===== src/hw/rtl/llwd_pkg.sv =====
// shared types and constants for the least-loaded worker dispatcher
// no dependencies; imported by llwd_cell and least_loaded_worker_dispatch
`default_nettype none

package llwd_pkg;

  localparam int MaxWorkers = 16;
  localparam int IdxW       = $clog2(MaxWorkers);
  localparam int NumW       = $clog2(MaxWorkers + 1);
  localparam int CfgW       = 5;
  localparam int CntW       = 26;
  localparam int LenW       = 25;
  localparam int TagW       = 32;
  localparam int WorkerW    = 4;

  localparam logic [CntW-1:0] CntMax = {CntW{1'b1}};

  typedef struct packed {
    logic        [LenW-1:0] block_length;
    logic signed [TagW-1:0] block_tag;
  } in_item_t;

  typedef struct packed {
    logic        [WorkerW-1:0] worker;
    logic signed [TagW-1:0]    tag_out;
  } out_item_t;

  // running minimum handed from cell to cell
  typedef struct packed {
    logic [CntW-1:0] val;
    logic [IdxW-1:0] idx;
  } tok_t;

  // broadcast from the controller to every cell
  typedef struct packed {
    logic [CntW-1:0] prev_min;
    logic [NumW-1:0] num;
    logic            add_en;
    logic [IdxW-1:0] add_idx;
    logic [LenW-1:0] add_len;
  } cell_ctl_t;

  typedef enum logic [1:0] {
    StIdle,
    StScan,
    StDone
  } state_e;

endpackage

`default_nettype wire


===== src/hw/rtl/llwd_cell.sv =====
// one worker cell: holds, normalizes and charges a usage counter; updates the running minimum
// depends on llwd_pkg
`default_nettype none

module llwd_cell (
  input  wire                        clk_i,
  input  wire                        rst_ni,
  input  wire [llwd_pkg::IdxW-1:0]   idx_i,
  input  llwd_pkg::cell_ctl_t        ctl_i,
  input  wire                        go_i,
  input  llwd_pkg::tok_t             tok_i,
  output logic                       go_o,
  output llwd_pkg::tok_t             tok_o
);
  import llwd_pkg::*;

  logic [CntW-1:0] cnt_q, cnt_d;
  logic            go_q;
  tok_t            tok_q, tok_d;
  logic            active;
  logic [CntW-1:0] reduced;
  logic            better;
  logic [CntW:0]   sum;

  assign active  = NumW'(idx_i) < ctl_i.num;
  assign reduced = (cnt_q > ctl_i.prev_min) ? (cnt_q - ctl_i.prev_min) : '0;
  assign better  = (idx_i == '0) || (reduced < tok_i.val);
  assign sum     = {1'b0, cnt_q} + (CntW + 1)'(ctl_i.add_len);

  always_comb begin
    cnt_d = cnt_q;
    if (go_i && active) begin
      cnt_d = reduced;
    end else if (ctl_i.add_en && (ctl_i.add_idx == idx_i)) begin
      cnt_d = sum[CntW] ? CntMax : sum[CntW-1:0];
    end
  end

  always_comb begin
    tok_d = tok_i;
    if (active && better) begin
      tok_d.val = reduced;
      tok_d.idx = idx_i;
    end
  end

  always_ff @(posedge clk_i or negedge rst_ni) begin
    if (!rst_ni) begin
      cnt_q <= '0;
      go_q  <= 1'b0;
    end else begin
      cnt_q <= cnt_d;
      go_q  <= go_i;
    end
  end

  // token is payload, only meaningful alongside go
  always_ff @(posedge clk_i) begin
    if (go_i) begin
      tok_q <= tok_d;
    end
  end

  assign go_o  = go_q;
  assign tok_o = tok_q;

endmodule

`default_nettype wire


===== src/hw/rtl/least_loaded_worker_dispatch.sv =====
// top level of the least-loaded worker dispatcher: controller plus a chain of worker cells
// depends on llwd_pkg and llwd_cell
//
// usage:
//   input channel (in_valid_i / in_stall_o / in_item_i) takes one block transaction:
//   its length in bytes and a tag. output channel (out_valid_o / out_stall_i /
//   out_item_o) returns one transaction per block: the chosen worker and the tag.
//   cfg_we_i / cfg_wdata_i write the active worker count; write it only while idle.
// timing:
//   with more than one active worker a go pulse walks the chain of MaxWorkers cells,
//   one cell per cycle, carrying the running minimum; inactive cells pass it along.
//   the winner's counter gets the block length the cycle the pulse leaves the last
//   cell. the result then moves through the done state into the output register, and
//   the next block is accepted the cycle after the result is loaded, so a new block is
//   not taken before the last one has left the done state. one worker: worker 0, state
//   untouched, the block goes from idle to the done state and on into the output register.
// reset:
//   all usage counters and the remembered minimum clear to zero, worker count is 1.
// stall:
//   a result sits in the output register while out_stall_i is high. a following block
//   is accepted and fully processed meanwhile, then waits in the done state until the
//   output register frees up; in_stall_o stays high during that wait.
`default_nettype none

module least_loaded_worker_dispatch (
  input  wire                    clk_i,
  input  wire                    rst_ni,
  input  wire                    cfg_we_i,
  input  wire [llwd_pkg::CfgW-1:0] cfg_wdata_i,
  input  wire                    in_valid_i,
  output logic                   in_stall_o,
  input  llwd_pkg::in_item_t     in_item_i,
  output logic                   out_valid_o,
  input  wire                    out_stall_i,
  output llwd_pkg::out_item_t    out_item_o
);
  import llwd_pkg::*;

  // configuration
  logic [CfgW-1:0] worker_count_q;
  logic [NumW-1:0] num_active;

  // control
  state_e          state_q, state_d;
  logic            in_acc;
  logic            out_free;
  logic            add_en;
  logic            load_out;
  logic            start_q;

  // per-transaction payload
  logic [NumW-1:0] num_q;
  logic [LenW-1:0] len_q;
  logic [TagW-1:0] tag_q;
  logic [IdxW-1:0] res_worker_q;
  logic [CntW-1:0] prev_min_q;

  // output register
  logic            out_valid_q;
  out_item_t       out_q;

  // chain wiring
  logic [MaxWorkers:0] go;
  tok_t                tok [MaxWorkers+1];
  cell_ctl_t           ctl;

  // zero means one worker, anything above the cell count saturates
  always_comb begin
    if (worker_count_q == '0) begin
      num_active = NumW'(1);
    end else if (32'(worker_count_q) > MaxWorkers) begin
      num_active = NumW'(MaxWorkers);
    end else begin
      num_active = NumW'(worker_count_q);
    end
  end

  always_ff @(posedge clk_i or negedge rst_ni) begin
    if (!rst_ni) begin
      worker_count_q <= CfgW'(1);
    end else if (cfg_we_i) begin
      worker_count_q <= cfg_wdata_i;
    end
  end

  assign in_acc   = in_valid_i && !in_stall_o;
  assign out_free = !out_valid_q || !out_stall_i;

  // next state
  always_comb begin
    state_d = state_q;
    case (state_q)
      StIdle: begin
        if (in_acc) begin
          state_d = (num_active > NumW'(1)) ? StScan : StDone;
        end
      end
      StScan: begin
        if (go[MaxWorkers]) begin
          state_d = StDone;
        end
      end
      StDone: begin
        if (out_free) begin
          state_d = StIdle;
        end
      end
      default: state_d = StIdle;
    endcase
  end

  // state outputs
  always_comb begin
    in_stall_o = 1'b1;
    add_en     = 1'b0;
    load_out   = 1'b0;
    case (state_q)
      StIdle: in_stall_o = 1'b0;
      StScan: add_en     = go[MaxWorkers];
      StDone: load_out   = out_free;
      default: in_stall_o = 1'b1;
    endcase
  end

  always_ff @(posedge clk_i or negedge rst_ni) begin
    if (!rst_ni) begin
      state_q     <= StIdle;
      start_q     <= 1'b0;
      prev_min_q  <= '0;
      out_valid_q <= 1'b0;
    end else begin
      state_q <= state_d;
      // kick the chain only when there is a real choice to make
      start_q <= in_acc && (num_active > NumW'(1));
      if (add_en) begin
        prev_min_q <= tok[MaxWorkers].val;
      end
      if (load_out) begin
        out_valid_q <= 1'b1;
      end else if (!out_stall_i) begin
        out_valid_q <= 1'b0;
      end
    end
  end

  always_ff @(posedge clk_i) begin
    if (in_acc) begin
      num_q        <= num_active;
      len_q        <= in_item_i.block_length;
      tag_q        <= in_item_i.block_tag;
      res_worker_q <= '0;
    end else if (add_en) begin
      res_worker_q <= tok[MaxWorkers].idx;
    end
    if (load_out) begin
      out_q.worker  <= WorkerW'(res_worker_q);
      out_q.tag_out <= tag_q;
    end
  end

  // broadcast to the cells; the add hits the winner as the token leaves the chain
  assign ctl.prev_min = prev_min_q;
  assign ctl.num      = num_q;
  assign ctl.add_en   = add_en;
  assign ctl.add_idx  = tok[MaxWorkers].idx;
  assign ctl.add_len  = len_q;

  assign go[0]  = start_q;
  assign tok[0] = '0;

  for (genvar g = 0; g < MaxWorkers; g++) begin : g_cell
    llwd_cell u_cell (
      .clk_i  (clk_i),
      .rst_ni (rst_ni),
      .idx_i  (IdxW'(g)),
      .ctl_i  (ctl),
      .go_i   (go[g]),
      .tok_i  (tok[g]),
      .go_o   (go[g+1]),
      .tok_o  (tok[g+1])
    );
  end

  assign out_valid_o = out_valid_q;
  assign out_item_o  = out_q;

  // only one scan in flight along the chain
  a_single_go: assert property (@(posedge clk_i) disable iff (!rst_ni)
    $onehot0(go))
    else $error("more than one go pulse in the cell chain");

  // the pulse leaves the chain only while scanning
  a_go_in_scan: assert property (@(posedge clk_i) disable iff (!rst_ni)
    go[MaxWorkers] |-> (state_q == StScan))
    else $error("scan finished outside the scan state");

  // winner is always an active worker
  a_winner_active: assert property (@(posedge clk_i) disable iff (!rst_ni)
    add_en |-> (NumW'(tok[MaxWorkers].idx) < num_q))
    else $error("winner index beyond active worker count");

  // a result is never loaded over one that is still stalled
  a_no_overwrite: assert property (@(posedge clk_i) disable iff (!rst_ni)
    (out_valid_q && out_stall_i) |-> !load_out)
    else $error("output register overwritten while stalled");

endmodule

`default_nettype wire


===== config.mk =====
export PLATFORM = sky130hd
export DESIGN_NAME = least_loaded_worker_dispatch
export DESIGN_NICKNAME = d
export VERILOG_FILES = /design/src/hw/rtl/llwd_pkg.sv /design/src/hw/rtl/llwd_cell.sv /design/src/hw/rtl/least_loaded_worker_dispatch.sv
export SDC_FILE = /design/constraint.sdc
export NUM_CORES = 2
export LEC_CHECK = 0
export BUFFER_PORTS_ARGS = -buffer_cell sky130_fd_sc_hd__clkbuf_2
export CELL_PAD_IN_SITES_DETAIL_PLACEMENT = 1
export CELL_PAD_IN_SITES_GLOBAL_PLACEMENT = 1
export CORE_MARGIN = 2
export CORE_UTILIZATION = 46
export DETAILED_ROUTE_END_ITERATION = 16
export MAX_ROUTING_LAYER = met4
export PLACE_DENSITY_LB_ADDON = 0.1
export SYNTH_ARGS = -nofsm -noshare
export SYNTH_HDL_FRONTEND = slang
export SYNTH_SLANG_ARGS = --single-unit

===== constraint.sdc =====
create_clock -name clk_i -period 6.2 [get_ports clk_i]
set_input_delay 1.24 -clock clk_i [delete_from_list [all_inputs] [get_ports clk_i]]
set_output_delay 1.24 -clock clk_i [all_outputs]
set_load 0.02 [all_outputs]

# Word level (Yosys, flattened, before mapping)
# Cells that the tools add are included.
# Widths: inputs -> output; s select.
dict set report op_classes {
  reduce_logical 72
  eq_ne 21
  addsub 32
  order_cmp 49
  n_mux 91
}
# op n
set ops {}
lappend ops {{$mux 26} 64}
lappend ops {{$mux 30} 15}
lappend ops {{$add 26x25->27} 16}
lappend ops {{$gt 26x26->1} 16}
lappend ops {{$sub 26x26->26} 16}
lappend ops {{$lt 26x26->1} 15}
lappend ops {{$logic_and 1x1->1} 49}
lappend ops {{$lt 4x5->1 const A} 8}
lappend ops {{$eq 4x4->1 const B} 8}
lappend ops {{$reduce_bool 2->1} 16}
lappend ops {{$lt 3x5->1 const A} 4}
lappend ops {{$eq 4x3->1 const B} 4}
lappend ops {{$lt 1x5->1 const A} 2}
lappend ops {{$lt 2x5->1 const A} 2}
lappend ops {{$mux 5} 2}
lappend ops {{$eq 4x2->1 const B} 2}
lappend ops {{$mux 2} 4}
lappend ops {{$pmux 2 s3} 1}
lappend ops {{$gt 5x1->1 const B} 1}
lappend ops {{$gt 5x5->1 const B} 1}
lappend ops {{$logic_not 5->1} 1}
lappend ops {{$mux 1} 5}
lappend ops {{$eq 4x1->1 const B} 1}
lappend ops {{$logic_not 4->1} 1}
lappend ops {{other kinds (8)} 11}
dict set report word_totals {
  regBits 1049
  elab_cells 340
  output_inout_bits 38
}

# Depth between registers and ports, before layout
dict set report logic_depth {
  depth_word 7
  mapped_depth 26
  ltp_nobuf 24
}

# Hierarchy
# A second synthesis with hierarchy kept.
dict set report unflattened {
  hier_cells 11833
  hier_area_um2 104521.5
}
# module instances area_per_inst_um2 cells_per_inst
set by_module_without_submodules {}
lappend by_module_without_submodules {{llwd_cell (g_cell[10].u_cell ...)} 7 6055.8 719}
lappend by_module_without_submodules {{llwd_cell (g_cell[4].u_cell ...)} 4 6446.2 733}
lappend by_module_without_submodules {{llwd_cell (g_cell[11].u_cell ...)} 2 6404.9 745}
lappend by_module_without_submodules {{llwd_cell (g_cell[0].u_cell)} 1 6379.9 732}
lappend by_module_without_submodules {{llwd_cell (g_cell[9].u_cell)} 1 6271.0 733}
lappend by_module_without_submodules {{llwd_cell (g_cell[8].u_cell)} 1 6269.8 698}
lappend by_module_without_submodules {least_loaded_worker_dispatch 1 4615.7 215}

# Worst setup path after synthesis
# Ideal clock, no wire load.
dict set report synth_timing {
  kind {reg-to-reg}
  from {register prev_min_q[1]}
  to {register g_cell[6].u_cell.tok_q (netlist bit g_cell[6].u_cell.tok_o[22]) (data pin)}
  t_required_ns 5.940
  path_buffers 1
  setup_slack_ns -0.300
  arrival_time_ns 6.240
  path_stages_with_launch 23
  setup_ns 0.260
  path_cell_list {dfrtp_1 -> inv_1 -> ha_1 -> nor2b_1 -> o21a_1 -> o21ai_0 -> a2111oi_0 -> nor2_1 -> o211ai_1 -> a31oi_1 -> o21ai_0 -> xnor2_1 -> nor2_1 -> ha_1 -> nand4_1 -> or2_1 -> or4_1 -> or4_1 -> o221ai_1 -> nor3_1 -> o31ai_2 -> buf_4 -> mux2_2}
}
# item line
set synth_rtl {}
lappend synth_rtl {{start, declared} least_loaded_worker_dispatch.sv:56} ;# logic [CntW-1:0] prev_min_q;
lappend synth_rtl {{start signal, assigned} least_loaded_worker_dispatch.sv:136} ;# prev_min_q <= tok[MaxWorkers].val;
lappend synth_rtl {{end signal, assigned} llwd_cell.sv:60} ;# tok_q <= tok_d;
lappend synth_rtl {{end, declared} llwd_cell.sv:19} ;# tok_t tok_q, tok_d;

==> flow_metrics.tcl <==
set metrics [dict create \
    status "complete, no violations" \
    synth_simple_gate_area_share_pct 14.2 \
    first_pass_iters 5 \
    placement.cell_area_um2 98900 \
    netSwitchingFraction_pct 23.1 \
    antenna_violating_nets_post_route 0 \
    crit_path_max_incr_delay_ns 0.59 \
    switchingPower_mw 3.65 \
    holdCritPathClass "in2async" \
    critical_path.most_common_cell "buf_4" \
    path_delay_family "simple AND/OR/NAND/NOR gates" \
    synth_ff_type "edfxtp_1" \
    final_net_count 12000 \
    cts_sinks 1034 \
    grt_overflow_total 0 \
    initial_core_utilization_pct 46.3 \
    yosys.area_share.adder_pct 16.8 \
    clock_tree_from_tritoncts "yes" \
    postSynth.asyncResetShare_pct 45.2 \
    worst_setup_path_end_kind "flip-flop" \
    critPathRequiredTime_ns 6.75 \
    die_area_um2 205000 \
    core_region_area_um2 200000 \
    clkLatencyLatePin_ns 0.82 \
    post_synth_mux_area_share_pct 4.26 \
    timing_worst_slew_pin_value_ns 1.35 \
    edff_count_synth 563 \
    whs_ns 0.404 \
    crit_path_cell_trace "inv_2 > ha_1 > nor2b_1 > o21a_1 > o21ai_1 > a2111oi_2 > buf_4 > nor2_1 > o211ai_1 > a31oi_1 > buf_4 > xor2_1 > nor2_1 > ha_1 > nand4_1 > or2_1 > or4_1 > or4_1 > buf_4 > o31ai_4 > buf_12 > mux2_2" \
    synth_cell_type_count 110 \
    clock_tree_buffer_depth 3 \
    drcViolationCount 0 \
    crit-reg2reg-launch "prev_min_q[1]" \
    critical_path.reg2reg.endpoint "g_cell[6].u_cell.tok_o[23]" \
    wl_mm 400 \
    synth_top_family_by_area "compound AO/OA/AOI/OAI gates" \
    timing.setup.critical_path_class "reg2reg" \
    y_dimension_of_the_die_um 453 \
    finalWorstSetupSlack_ns 0.246 \
    dp_hpwl_mm 303 \
    worst-path-buf-inv 5 \
    max_transition_viols_final 0 \
    synth-compound-area-share_pct 23.6 \
    power.ir.vdd_worst_mv 0.284 \
    die_width_um 453 \
    post_synth.cell_area_avg_um2 8.92 \
    drive_above_1_share_pct 11.7 \
    cts_hold_buffers 0 \
    totalNegativeSetupSlack_ns 0 \
    critical_path.startpoint_type "flip-flop" \
    grt_pass1_vias 87600 \
    io_buffers 104 \
    path_max_fanout 20 \
    cellLeakagePower_nw 48.5 \
    iteration_0_drc_count_of_the_detailed_router 7380 \
    io_pins 105 \
    timing.final.crit_share_pct 96.0 \
    yosys_warnings 0 \
    preCtsSetupSlack_ns 0.0536 \
    post_synth_xor_area_fraction_pct 5.92 \
    maxCapViolCount 0 \
    htree_num_levels 4 \
    route.vias.total 86300 \
    final_hold_viol_count 0 \
    finalSetupViolCount 0 \
    fin_area_um2 104000 \
    period_needed_ns 5.95 \
    grt_max_degree 110 \
    power_report.internal_total_mw 12.2 \
    power.density_nw_per_um2 152 \
    clock_skew_ns 0.0296 \
    slew-limit-headroom_pct 10.3 \
    gp_congestion 0.969 \
    syn-instance-count 10400 \
    tritoncts.num_buffers 137 \
    via_per_inst 6.39 \
    total_power_mw 15.8 \
    global_route_wire_length_before_repair_mm 587 \
    reg2reg_depth 22 \
    grtUsageTotal_pct 39.5 \
    slowest_stage "or4_1" \
    syn_to_final_growth_pct 12.1 \
    fp-row-count 164 \
    final.fill_count 23100 \
    clkSlewWorstSetupHoldPaths_ns 0.06 \
    r2r_slack_ns 0.25 \
    root_buffer_selected_by_cts "clkbuf_16" \
    seq_area_frac_synth_pct 31.0 \
    power.combinational.fraction_pct 0.7 \
    clkPwrFrac_pct 53.7 \
    antenna_found_initial 38 \
    avgRoutedWirePerCell_um 29.6 \
    synth_seq_cells 1034 \
    share_seq_of_total_power_pct 45.6 \
    max_freq_ghz 0.168 \
    worst_ep_arrival_time_ns 6.51 \
    synth_area_um2 92600 \
    syn-num-nets 11700 \
]
how the worst max path moves through the flow:
stage	startpoint	to	slack [ns]	depth (start not counted)
3_5_place_dp	prev_min_q[7]	g_cell[1].u_cell.tok_o[10]	0.05	24
3_3_place_gp	g_cell[6].u_cell.cnt_q[0]	g_cell[6].u_cell.tok_o[29]	0.14	21
5_1_grt	prev_min_q[1]	g_cell[11].u_cell.tok_o[0]	-0.002	23
2_1_floorplan	prev_min_q[1]	g_cell[6].u_cell.tok_o[22]	0.10	22
6_report	prev_min_q[1]	g_cell[6].u_cell.tok_o[23]	0.25	22
4_1_cts	prev_min_q[7]	g_cell[1].u_cell.tok_o[5]	0.02	24
area by class of cell:
type / instances / area, um^2 / share of cell area (%)
timing repair buffer: 511 / 4150 / 4.00
sequential: 1034 / 28700 / 27.6
tap: 2656 / 3320 / 3.20
clock buffer: 179 / 3710 / 3.57
clock inverter: 75 / 941 / 0.906
antenna: 20 / 50.0 / 0.0482
inverter: 693 / 2610 / 2.52
multi-input combinational: 8343 / 60400 / 58.1
cell usage after synthesis, types with 99 or more instances:
cell type,n,area (um^2)
mux2_2,311,3500
o22ai_1,251,1570
nor2b_1,181,1130
a21oi_1,751,3760
ha_1,1191,14900
nor2_1,702,2640
nand2_1,791,2970
edfxtp_1,563,16900
a21o_1,435,3270
o21a_1,125,938
xnor2_1,390,3420
clkbuf_1,220,826
nand2b_1,129,807
o221ai_1,122,1070
dfrtp_1,466,11700
and2_1,99,619
xor2_1,236,2070
nor3_1,175,876
nand3_1,204,1020
o21ai_0,863,4320
inv_1,692,2600
nand4_1,150,938
a211oi_1,114,856
worst reg2reg max path, delay by kind of cell (launching register included):
family	cells	cell delay (ns)
compound gates	6	1.38
xor+xnor	1	0.29
fa+ha+maj	2	0.62
buf+inv	5	0.79
flops	1	0.41
mux	1	0.37
simple gates	7	1.85
layout by cell type (no fill, tap or decap), drive strengths merged, types with 314 or more instances in the layout:
cell    netlist  layout
buf          84     408
inv         692     696
xnor2       390     390
mux2        314     314
ha         1191    1191
nand2       792     792
nor2        703     703
a21o        435     435
edfxtp      563     563
a21oi       753     753
o21ai       898     898
dfrtp       466     466
metrics by stage:
| step | instances | util, % |
|---|---|---|
| final | 13500 | 51.9 |
| after global routing | 13500 | 51.9 |
| after CTS | 13500 | 51.8 |
| after detailed placement | 13200 | 49.5 |
| after global placement | 13200 | 49.5 |
| after floorplan | 10400 | - |
power by group through the flow:
stage	combinational, mW	sequential, mW	clock, mW
global route	0.123	7.21	8.80
CTS	0.114	7.21	8.58
detailed placement	0.114	7.35	0
finish	0.110	7.21	8.49
global placement	0.111	7.35	0
floorplan	0.00633	7.35	0
routing by layer:
| layer | wire [um] | GRT usage [%] | share of wire (%) | up-vias |
|---|---|---|---|---|
| li1 | - | - | - | 39300 |
| met1 | 167000 | 49.7 | 42 | 43400 |
| met2 | 181000 | 60.6 | 45 | 2793 |
| met3 | 26000 | 5.52 | 6.5 | 835 |
| met4 | 26000 | 22.9 | 6.5 | 0 |
| met5 | 0 | - | 0 | - |
flip-flops by register name, indices dropped and copies added (netlist names):
register,flops
worker_count_q,5
len_q,25
prev_min_q,26
out_item_o,36
g_cell.u_cell.cnt_q,416
g_cell.u_cell.tok_o,465
g_cell.u_cell.go_o,16
num_q,5
res_worker_q,4
tag_q,32
out_valid_o,1
state_q,2
start_q,1
cell families (layout without fill, tap and decap cells):
family,after synthesis,count (layout)
XOR/XNOR,626,626
AND/OR/NAND/NOR,2742,2742
buffers and inverters,998,1458
other,0,20
flip-flops,1034,1034
adder cells (fa/ha/maj),1223,1223
AO/OA/AOI/OAI,3397,3397
multiplexers,355,355
what timing repair did:
action	CTS	global route
resized for setup	1	53
setup endpoints to repair	8	283
setup buffers	0	9
pin swaps	0	4
Power figures use the tool's default switching activity.
